## src/hdl/hbpwm_pkg.sv

```systemverilog
// Shared types, codes and constants for the H-bridge PWM drive.
// Used by hbpwm_step and the top level; depends on nothing else.
package hbpwm_pkg;

  typedef enum logic [1:0] {
    OP_TICK  = 2'd0,
    OP_DIR   = 2'd1,
    OP_SPEED = 2'd2,
    OP_ECHO  = 2'd3
  } op_e;

  localparam logic [2:0] CMD_STOP  = 3'd0;
  localparam logic [2:0] CMD_FWD   = 3'd1;
  localparam logic [2:0] CMD_LEFT  = 3'd2;
  localparam logic [2:0] CMD_RIGHT = 3'd3;
  localparam logic [2:0] CMD_BACK  = 3'd4;

  localparam logic [1:0] ST_OK       = 2'd0;
  localparam logic [1:0] ST_INVALID  = 2'd1;
  localparam logic [1:0] ST_OBSTACLE = 2'd2;
  localparam logic [1:0] ST_LINK     = 2'd3;

  localparam logic [1:0] REG_PERIOD   = 2'd0;
  localparam logic [1:0] REG_ECHO_MIN = 2'd1;
  localparam logic [1:0] REG_ECHO_MAX = 2'd2;

  localparam logic [15:0] PERIOD_RESET   = 16'd20000;
  localparam logic [14:0] ECHO_MIN_RESET = 15'd117;
  localparam logic [14:0] ECHO_MAX_RESET = 15'd1457;
  localparam logic [14:0] ECHO_TIMEOUT   = 15'd30000;
  localparam logic [6:0]  PCT_FULL       = 7'd100;

  // floor(x / 100) = (x * DIV100_MUL) >> DIV100_SHIFT, exact for x below 14M
  localparam int          PROD_W       = 23;
  localparam int          RECIP_W      = 24;
  localparam int          DIV100_SHIFT = 30;
  localparam logic [RECIP_W-1:0] DIV100_MUL = 24'd10737419;

  typedef struct packed {
    logic [2:0]  direction;
    logic        drive_en;
    logic [6:0]  speed;
    logic [2:0]  obst;
    logic        on_phase;
    logic [15:0] remaining;
  } drive_state_t;

  typedef struct packed {
    op_e               op;
    logic [2:0]        command;
    logic [6:0]        speed;
    logic [1:0]        sensor;
    logic [14:0]       echo_us;
    logic              link_up;
    logic [PROD_W-1:0] on_prod;   // speed * period, divided by 100 downstream
  } exec_item_t;

  typedef struct packed {
    logic [3:0] bridge_pins;
    logic       pwm_en;
    logic [2:0] obstacle_flags;
    logic [2:0] direction;
    logic [1:0] status;
  } drive_result_t;

  function automatic logic [3:0] pins_of(logic [2:0] dir);
    logic [3:0] p;
    case (dir)
      CMD_FWD:   p = 4'd5;
      CMD_LEFT:  p = 4'd9;
      CMD_RIGHT: p = 4'd6;
      CMD_BACK:  p = 4'd10;
      default:   p = 4'd0;
    endcase
    return p;
  endfunction

endpackage

```

## src/hdl/hbridge_pwm_drive_with_obstacle_stop_top.sv

```systemverilog
// Top level of the two-motor H-bridge drive with PWM enable and obstacle stop.
// Depends on hbpwm_pkg and hbpwm_step.

// Takes one item per clock when the output is not stalled; returns one result
// item per input item, in order, via the input and result registers. The
// input register also latches speed * period for the item (using the speed
// of the item ahead of it when that one is a speed set); the execute stage
// divides that by 100 through a reciprocal multiply, updates the drive state
// and loads the result register, so that multiply sets the clock period.
// The input side keeps taking items while a result waits, until both the
// input and result registers are full. Configuration takes effect at once.
module hbridge_pwm_drive_with_obstacle_stop_top (
  input  logic        clk_i,
  input  logic        rst_ni,
  input  logic        s_axis_tvalid,
  output logic        s_axis_tready,
  // command[2:0], speed_percent[9:3], sensor[11:10], echo_us[26:12],
  // link_up[27], zeros above
  input  logic [31:0] s_axis_tdata,
  // op[1:0]
  input  logic [1:0]  s_axis_tuser,
  output logic        m_axis_tvalid,
  input  logic        m_axis_tready,
  // bridge_pins[3:0], pwm_en[4], obstacle_flags[7:5], direction[10:8],
  // status[12:11], zeros above
  output logic [15:0] m_axis_tdata,
  input  logic        cfg_we_i,
  input  logic [1:0]  cfg_idx_i,
  input  logic [15:0] cfg_data_i
);
  import hbpwm_pkg::*;

  logic [15:0]   period_q;
  logic [14:0]   echo_min_q;
  logic [14:0]   echo_max_q;
  drive_state_t  state_q;
  drive_state_t  state_d;
  logic          s1_valid_q;
  exec_item_t    s1_q;
  exec_item_t    s1_d;
  logic          out_valid_q;
  drive_result_t out_q;
  drive_result_t res_d;
  logic          s1_adv;
  logic [15:0]   period_eff;
  logic [6:0]    in_speed;
  logic [6:0]    fwd_speed;

  assign s1_adv        = s1_valid_q && (!out_valid_q || m_axis_tready);
  assign s_axis_tready = !s1_valid_q || s1_adv;
  assign period_eff    = (period_q == '0) ? 16'd1 : period_q;
  assign in_speed      = (s_axis_tdata[9:3] > PCT_FULL) ? PCT_FULL : s_axis_tdata[9:3];

  // speed the item will see when it executes
  assign fwd_speed = (s1_valid_q && s1_q.op == OP_SPEED) ? s1_q.speed : state_q.speed;

  always_comb begin
    s1_d.op      = op_e'(s_axis_tuser);
    s1_d.command = s_axis_tdata[2:0];
    s1_d.speed   = in_speed;
    s1_d.sensor  = s_axis_tdata[11:10];
    s1_d.echo_us = s_axis_tdata[26:12];
    s1_d.link_up = s_axis_tdata[27];
    s1_d.on_prod = {16'b0, (op_e'(s_axis_tuser) == OP_SPEED) ? in_speed : fwd_speed} *
                   {7'b0, period_eff};
  end

  hbpwm_step u_step (
    .state_i    (state_q),
    .item_i     (s1_q),
    .period_i   (period_eff),
    .echo_min_i (echo_min_q),
    .echo_max_i (echo_max_q),
    .state_o    (state_d),
    .result_o   (res_d)
  );

  always_ff @(posedge clk_i or negedge rst_ni) begin
    if (!rst_ni) begin
      period_q   <= PERIOD_RESET;
      echo_min_q <= ECHO_MIN_RESET;
      echo_max_q <= ECHO_MAX_RESET;
    end else if (cfg_we_i) begin
      unique case (cfg_idx_i)
        REG_PERIOD:   period_q   <= cfg_data_i;
        REG_ECHO_MIN: echo_min_q <= cfg_data_i[14:0];
        REG_ECHO_MAX: echo_max_q <= cfg_data_i[14:0];
        default:      ;
      endcase
    end
  end

  always_ff @(posedge clk_i or negedge rst_ni) begin
    if (!rst_ni) begin
      state_q     <= '0;
      s1_valid_q  <= 1'b0;
      out_valid_q <= 1'b0;
    end else begin
      if (s_axis_tvalid && s_axis_tready) begin
        s1_valid_q <= 1'b1;
      end else if (s1_adv) begin
        s1_valid_q <= 1'b0;
      end
      if (s1_adv) begin
        state_q     <= state_d;
        out_valid_q <= 1'b1;
      end else if (m_axis_tready) begin
        out_valid_q <= 1'b0;
      end
    end
  end

  // payload registers
  always_ff @(posedge clk_i) begin
    if (s_axis_tvalid && s_axis_tready) begin
      s1_q <= s1_d;
    end
    if (s1_adv) begin
      out_q <= res_d;
    end
  end

  assign m_axis_tvalid = out_valid_q;
  assign m_axis_tdata  = {3'b0, out_q.status, out_q.direction, out_q.obstacle_flags,
                          out_q.pwm_en, out_q.bridge_pins};

`ifndef NO_ASSERTIONS
  a_idle_clear: assert property (@(posedge clk_i) disable iff (!rst_ni)
    !state_q.drive_en |-> (state_q.remaining == '0 && !state_q.on_phase))
    else $error("drive disabled with PWM phase still live");

  a_enable_dir: assert property (@(posedge clk_i) disable iff (!rst_ni)
    (out_valid_q && out_q.pwm_en) |-> (out_q.direction != CMD_STOP))
    else $error("enable pin high while stopped");

  a_stop_status: assert property (@(posedge clk_i) disable iff (!rst_ni)
    (out_valid_q && out_q.status != ST_OK) |->
      (out_q.direction == CMD_STOP && !out_q.pwm_en && out_q.bridge_pins == '0))
    else $error("stop status without a stopped drive");

  a_s1_hold: assert property (@(posedge clk_i) disable iff (!rst_ni)
    (s1_valid_q && !s1_adv) |=> (s1_valid_q && $stable(s1_q)))
    else $error("input stage lost an item while stalled");
`endif

endmodule

```

## src/hdl/hbpwm_step.sv

```systemverilog
// Execute stage of the drive: next state and result for one item.
// Purely combinational; depends on hbpwm_pkg.
module hbpwm_step (
  input  hbpwm_pkg::drive_state_t  state_i,
  input  hbpwm_pkg::exec_item_t    item_i,
  input  logic [15:0]              period_i,
  input  logic [14:0]              echo_min_i,
  input  logic [14:0]              echo_max_i,
  output hbpwm_pkg::drive_state_t  state_o,
  output hbpwm_pkg::drive_result_t result_o
);
  import hbpwm_pkg::*;

  logic [PROD_W+RECIP_W-1:0] quot_full;
  logic [15:0]               on_len;
  logic [15:0]               off_len;
  logic                      running;
  logic                      hit;
  logic [2:0]                obst_mask;
  drive_state_t              nxt;
  logic [1:0]                status;

  // returns {on, length}; a zero-length phase is skipped
  function automatic logic [16:0] enter_phase(logic on, logic [15:0] t_on,
                                              logic [15:0] t_off);
    logic [16:0] r;
    if (on) begin
      r = (t_on == '0) ? {1'b0, t_off} : {1'b1, t_on};
    end else begin
      r = (t_off == '0) ? {1'b1, t_on} : {1'b0, t_off};
    end
    return r;
  endfunction

  function automatic drive_state_t stop_drive(drive_state_t s);
    drive_state_t r;
    r = s;
    r.direction = CMD_STOP;
    r.drive_en  = 1'b0;
    r.on_phase  = 1'b0;
    r.remaining = '0;
    return r;
  endfunction

  assign quot_full = {{RECIP_W{1'b0}}, item_i.on_prod} * {{PROD_W{1'b0}}, DIV100_MUL};
  assign on_len    = quot_full[DIV100_SHIFT +: 16];
  assign off_len   = period_i - on_len;
  assign running   = state_i.drive_en && (state_i.speed != '0);
  assign hit       = (item_i.echo_us != '0) && (item_i.echo_us <= ECHO_TIMEOUT) &&
                     (item_i.echo_us >= echo_min_i) && (item_i.echo_us <= echo_max_i);
  assign obst_mask = 3'b001 << item_i.sensor;

  always_comb begin
    nxt    = state_i;
    status = ST_OK;
    case (item_i.op)
      OP_TICK: begin
        if (running) begin
          if (state_i.remaining > 16'd1) begin
            nxt.remaining = state_i.remaining - 16'd1;
          end else begin
            {nxt.on_phase, nxt.remaining} = enter_phase(!state_i.on_phase, on_len, off_len);
          end
        end
      end
      OP_DIR: begin
        if (item_i.command == CMD_STOP) begin
          nxt = stop_drive(state_i);
        end else if (!item_i.link_up) begin
          nxt    = stop_drive(state_i);
          status = ST_LINK;
        end else if (item_i.command == CMD_FWD && state_i.obst != '0) begin
          nxt    = stop_drive(state_i);
          status = ST_OBSTACLE;
        end else if (item_i.command <= CMD_BACK) begin
          nxt.direction = item_i.command;
          nxt.drive_en  = 1'b1;
          if (state_i.speed != '0) begin
            {nxt.on_phase, nxt.remaining} = enter_phase(1'b1, on_len, off_len);
          end
        end else begin
          nxt    = stop_drive(state_i);
          status = ST_INVALID;
        end
      end
      OP_SPEED: begin
        nxt.speed = item_i.speed;
        if (item_i.speed == '0) begin
          nxt       = stop_drive(state_i);
          nxt.speed = '0;
        end else if (state_i.drive_en) begin
          {nxt.on_phase, nxt.remaining} = enter_phase(1'b1, on_len, off_len);
        end
      end
      OP_ECHO: begin
        // sensor code 3 gives an empty mask and leaves the flags alone
        nxt.obst = hit ? (state_i.obst | obst_mask) : (state_i.obst & ~obst_mask);
        if (running) begin
          if (nxt.obst != '0 && state_i.direction == CMD_FWD) begin
            nxt    = stop_drive(nxt);
            status = ST_OBSTACLE;
          end
          if (!item_i.link_up) begin
            nxt    = stop_drive(nxt);
            status = ST_LINK;
          end
        end
      end
      default: begin
        nxt = state_i;
      end
    endcase
  end

  assign state_o                 = nxt;
  assign result_o.bridge_pins    = pins_of(nxt.direction);
  assign result_o.pwm_en         = nxt.drive_en && (nxt.speed != '0) && nxt.on_phase;
  assign result_o.obstacle_flags = nxt.obst;
  assign result_o.direction      = nxt.direction;
  assign result_o.status         = status;

endmodule
```

## config.mk

```make
export PLATFORM = sky130hd
export DESIGN_NAME = hbridge_pwm_drive_with_obstacle_stop_top
export DESIGN_NICKNAME = d
export VERILOG_FILES = /design/src/hdl/hbpwm_pkg.sv /design/src/hdl/hbridge_pwm_drive_with_obstacle_stop_top.sv /design/src/hdl/hbpwm_step.sv
export SDC_FILE = /design/constraint.sdc
export NUM_CORES = 1
export LEC_CHECK = 0
export ABC_AREA = 1
export BUFFER_PORTS_ARGS = -buffer_cell sky130_fd_sc_hd__clkbuf_2
export CORE_MARGIN = 4
export CORE_UTILIZATION = 30
export CTS_CLUSTER_DIAMETER = 120
export CTS_CLUSTER_SIZE = 25
export DETAILED_ROUTE_END_ITERATION = 10
export GPL_ROUTABILITY_DRIVEN = 0
export REMOVE_ABC_BUFFERS = 1
export SLEW_MARGIN = 20
export SYNTH_ARGS = -nofsm -noshare
export SYNTH_HDL_FRONTEND = slang
export SYNTH_SLANG_ARGS = --single-unit
```

## constraint.sdc

```tcl
create_clock -name clk_i -period 12.7 [get_ports clk_i]
set_input_delay 2.54 -clock clk_i [delete_from_list [all_inputs] [get_ports clk_i]]
set_output_delay 2.54 -clock clk_i [all_outputs]
set_load 0.005 [all_outputs]
```

# Word-level counts from Yosys, hierarchy flattened
# Cells that the tools add are included.
dict set report word_totals {
  ff_bits 145
  output_inout_bits 18
  elab_cells 125
}
dict set report op_classes {
  addsub 2
  n_mul 2
  order_cmp 6
  n_eq_ne 17
  n_shift 1
  mux 38
  bitwise 3
  n_reduce_logical 33
}
# op count
set ops {}
lappend ops {{31-bit 2-to-1 mux} 6}
lappend ops {{17-bit 2-to-1 mux} 8}
lappend ops {{17-bit case mux with 4 select lines} 1}
lappend ops {{16-bit logical NOT} 3}
lappend ops {{23-bit by 24-bit multiplier with 46-bit output, second input constant} 1}
lappend ops {{14-bit case mux with 3 select lines} 1}
lappend ops {{16-bit 2-to-1 mux} 2}
lappend ops {{7-bit by 16-bit multiplier with 23-bit output} 1}
lappend ops {{7-bit 2-to-1 mux} 3}
lappend ops {{16-bit by 1-bit > comparator with 1-bit output, second input constant} 1}
lappend ops {{4-bit case mux with 4 select lines} 1}
lappend ops {{16-bit by 1-bit subtractor with 16-bit output, second input constant} 1}
lappend ops {{16-bit subtractor} 1}
lappend ops {{15-bit >= comparator} 1}
lappend ops {{15-bit <= comparator} 1}
lappend ops {{15-bit <= comparator, second input constant} 1}
lappend ops {{15-bit nonzero test} 1}
lappend ops {{14-bit 2-to-1 mux} 1}
lappend ops {{7-bit nonzero test} 2}
lappend ops {{2-bit 2-to-1 mux} 6}
lappend ops {{1-bit logical AND} 11}
lappend ops {{3-bit by 1-bit equality test with 1-bit output, second input constant} 3}
lappend ops {{2-bit equality test, second input constant} 4}
lappend ops {{7-bit > comparator, second input constant} 1}
lappend ops {{24 further kinds} 40}

# Depth between registers and ports, before layout
dict set report depth {
  depth_word 14
  ltp_mapped 46
  ltp_nobuf 46
}

# Cells and area by module
# From an unflattened synthesis, not the netlist that was laid out.
dict set report hier_totals {
  hier_cells 3291
  hier_area_um2 24476.0
}
# mod instances cells_each area_per_inst_um2 seq_area_each_um2
set modules_own_cells {}
lappend modules_own_cells {hbpwm_step 1 2265 15285.9 0.0}
lappend modules_own_cells {hbridge_pwm_drive_with_obstacle_stop_top 1 1026 9190.1 3978.8}

# Worst setup path before layout
# Ideal clock, no wire load.
dict set report synth_timing {
  path_kind {register -> register}
  from {register s1_q[6] (netlist name)}
  to {register state_q[14] (netlist name)}
  setup_time_ns 0.073
  arrival_ns 7.663
  t_required_ns 12.627
  slack_ns 4.964
  path_stages_with_launch 41
  period_less_slack_ns 7.736
  cell_sequence {edfxtp_1 -> fa_1 -> fa_1 -> inv_1 -> fa_1 -> fa_1 -> inv_1 -> fa_1 -> fa_1 -> inv_1 -> fa_1 -> inv_1 -> ha_1 -> nand2_1 -> inv_1 -> nand2_1 -> nor2_2 -> inv_1 -> [... 5 more ...] -> a21oi_1 -> o21bai_1 -> or2_2 -> nand2_1 -> inv_1 -> nor4_1 -> nand2_1 -> nor2_1 -> nand3_1 -> nor2_2 -> nand3_2 -> nor2_8 -> nand3_1 -> nand2_1 -> nand2_1 -> nand3_1 -> nand2_1 -> a21oi_2}
}
dict set report synth_between {
  elab_chain_cells 9
}
# element line_no
set synth_rtl {}
lappend synth_rtl {{from (decl)} hbridge_pwm_drive_with_obstacle_stop_top.sv:39} ;# exec_item_t s1_q;
lappend synth_rtl {{from (signal assigned)} hbridge_pwm_drive_with_obstacle_stop_top.sv:116} ;# s1_q <= s1_d;
lappend synth_rtl {{23-bit by 24-bit multiplier with 46-bit output (*)} hbpwm_step.sv:45} ;# assign quot_full = {{RECIP_W{1'b0}}, item_i.on_prod} * {{PROD_W{1'b0}}, DIV100_MUL};
lappend synth_rtl {{16-bit subtractor or 16-bit logical NOT (tied branches)} {hbpwm_step.sv:47, hbpwm_step.sv:28}}
lappend synth_rtl {{17-bit 2-to-1 mux} hbpwm_step.sv:28} ;# r = (t_on == '0) ? {1'b0, t_off} : {1'b1, t_on};
lappend synth_rtl {{17-bit 2-to-1 mux} hbpwm_step.sv:78} ;# if (state_i.speed != '0) begin
lappend synth_rtl {{17-bit 2-to-1 mux} hbpwm_step.sv:75} ;# end else if (item_i.command <= CMD_BACK) begin
lappend synth_rtl {{31-bit 2-to-1 mux} hbpwm_step.sv:72} ;# end else if (item_i.command == CMD_FWD && state_i.obst != '0) begin
lappend synth_rtl {{31-bit 2-to-1 mux} hbpwm_step.sv:69} ;# end else if (!item_i.link_up) begin
lappend synth_rtl {{31-bit 2-to-1 mux} hbpwm_step.sv:67} ;# if (item_i.command == CMD_STOP) begin
lappend synth_rtl {{17-bit case mux with 4 select lines (*)} hbpwm_step.sv:56} ;# case (item_i.op)
lappend synth_rtl {{to (signal assigned)} hbridge_pwm_drive_with_obstacle_stop_top.sv:105} ;# state_q <= state_d;
lappend synth_rtl {{to (decl)} hbridge_pwm_drive_with_obstacle_stop_top.sv:36} ;# drive_state_t state_q;
# Mark *: on every way between the ends. The rest lies on a longest branch, timed or not. The select of a mux whose other input is x is not followed.
# A chain may end at the register's enable or synchronous reset.

==> flow_summary.ini <==
[cells_and_area]
fill_cells = 8172
drive_above_1_share_pct = 8.273
syn2layout_area_growth_pct = 8.836
n_antenna_cell = 0
fin_nets = 3646

[clocking]
clk_pin_slew_ns = 0.07
postCtsHoldBufs = 0
htree_levels = 4
cts_tree = built
clock_latency_ns = 0.45
clk_path_buf_depth = 2
post_cts_buffers = 0
cts_num_sinks = 145
root_buffer = clkbuf_16
cts-buffers-inserted = 17
ctsResizeCount = 0

[floorplanning]
initial_core_util_pct = 30.30
fp.dieW_um = 285.2
die_h_um = 285.2
core_region_area_um2 = 76080
dieArea_um2 = 81340
rows = 101
ios = 75

[synthesis]
ys_types = 60
synth_top_cells_by_count = inv_1 (708), nand2_1 (676), ha_1 (317)
synth_area_leaders = fa_1 (23%), ha_1 (17%), inv_1 (12%)
yosysMostFrequentCell = inv_1
synth-seq-cells = 145
yosysTopAreaCell = fa_1
netlist.area_leader.share_pct = 22.84
async_flop_share_pct = 54.48
synth_edf_count = 66
yosysWarnings = 0
synth.avg_cell_area_um2 = 7.788
syn_area_um2 = 23050
seq_area_frac_synth_pct = 17.26
postSynthCellCount = 2960
synthFlopType = edfxtp_1

[status]
status = finished clean

[worst_setup_path]
end_kind = register
worst-path-buf-inv = 7
path_max_fanout = 7
cpMaxStageDelayCell = xor2_1
cp_slowest_stage_delay_ns = 0.74
path_delay_family = adder cells
worstSetupPathType = register to register
cp.required_ns = 12.99
critical_path_arrival_ns = 9.44
cp-start-kind = register

[timing]
whs_ns = 0.4891
slew_headroom_pct = 30.84
hold_viol = 0
fmax_mhz = 109.3
period_needed_ns = 9.152
rsz0062_at_grt = no
worst_slew_pin_slew_ns = 1.035
fin_setup_tns_ns = 0
setup_viol = 0
fin_ws_ns = 3.548
fin_crit_sh_pct = 72.06
skew_ns = 0.01254
drv_slew = 0

[grt]
grt-ovfl-total = 0
grt_pass1_vias = 18660
grtUsageTotal_pct = 14.83
antenna_found_initial = 0
grt_pass1_wl_mm = 97.09
grt_max_degree = 54

[detailed_routing]
drt-total-wl_mm = 59.05
avgRoutedWirePerCell_um = 14.57
vias = 18230
first_pass_iters = 5
drt_iter0_markers = 1114
drc = 0
drtAntennaViolNets = 0
post_drt_via_cell_ratio = 4.500

[placement]
place.port_buffers = 67
dp_hpwl_mm = 50.52
place_ws_ns = 3.674

[job]
drv_cap = 0

[hold_path]
hold_class = register to register
==> cell families after synthesis <==
family	after synthesis	share of synthesized area (%)
buffers and inverters	773	12.80
xor gates and xnor gates	43	1.666
adders and majority gates	580	40.05
and+or+nand+nor	1155	21.84
other	1	0.01627
AOI/OAI and AO/OA	263	6.367
DFF	145	17.26
==> placed cells by master (no fill, tap or decap), drive strengths merged, types with 4 or more instances in the layout <==
cell | netlist | final
dfrtp | 63 | 63
nand4 | 43 | 43
clkinv | 5 | 7
xor2 | 31 | 31
nand2 | 712 | 712
xnor2 | 12 | 12
or2 | 10 | 10
nor2 | 234 | 234
nor3 | 20 | 20
nand3 | 118 | 118
clkbuf | 37 | 84
a21o | 5 | 5
fa | 263 | 263
a21oi | 115 | 115
o31ai | 4 | 4
nor4 | 10 | 10
o211ai | 6 | 6
o21ai | 108 | 108
edfxtp | 66 | 66
ha | 317 | 317
inv | 721 | 733
buf | 10 | 9
o21bai | 10 | 10
dfstp | 16 | 16
==> path summary, 6_finish.rpt <==
kind                                                 start                          to  slack (ns)  depth (start not counted)
worst max-delay path                     s1_q[7]$_DFFE_PP_   m_axis_tdata[4]$_DFFE_PP_        3.55                         38
worst min-delay path            echo_max_q[14]$_DFFE_PN0P_  echo_max_q[14]$_DFFE_PN0P_        0.49                          2
worst max register to register           s1_q[7]$_DFFE_PP_   m_axis_tdata[4]$_DFFE_PP_        3.55                         38
worst min register to register  echo_max_q[14]$_DFFE_PN0P_  echo_max_q[14]$_DFFE_PN0P_        0.49                          2
max in group asynchronous                           rst_ni   echo_max_q[1]$_DFFE_PN0P_        9.68                          2
min in group asynchronous                           rst_ni      s1_valid_q$_DFFE_PN0P_        2.05                          1
==> layout make-up <==
class	instances	area [µm²]	share of cell area, %
clock buffer	18	450.4	1.795
clock inverter	14	113.9	0.4538
inverter	726	2725	10.86
multi-input combinational	2044	16130	64.31
sequential	145	3979	15.86
tap	1030	1289	5.137
timing repair buffer	75	397.9	1.586
==> metal layers <==
metal  wire length (µm)  part of all wire [%]  vias to the layer above  GRT usage [%]
li1                   -                     -                     9179              -
met1              27900                    47                     8646          20.29
met2              27260                    46                      324          24.66
met3               2356                   4.0                       83          1.902
met4               1536                   2.6                        0          4.205
met5                  0                     0                        -              0
==> worst reg2reg max path: cells and delay by family (launching register included) <==
| kind | cells | cell delay [ns] |
|---|---|---|
| buf+inv | 7 | 0.42 |
| simple gates | 17 | 2.17 |
| fa+ha+maj | 9 | 4.44 |
| compound gates | 4 | 0.55 |
| xor+xnor | 1 | 0.74 |
| flops | 1 | 0.70 |
==> registers in the layout, indices dropped and copies added, names as in the netlist <==
signal and count:
m_axis_tdata 13, m_axis_tvalid 1, echo_max_q 15, period_q 16, echo_min_q 15, s1_valid_q 1
s1_q 53, state_q 31
==> per-stage QoR <==
stage	util, %	area, µm²	std cells
6_report	32.98	25090	4052
5_1_grt	32.98	25090	4052
4_1_cts	32.97	25080	4052
3_5_place_dp	32.23	24520	4020
3_3_place_gp	32.23	24520	4020
2_1_floorplan	-	22830	2915
Power is not shown: default switching activity piles up to over one toggle a cycle in this logic, so the estimate is an artifact.
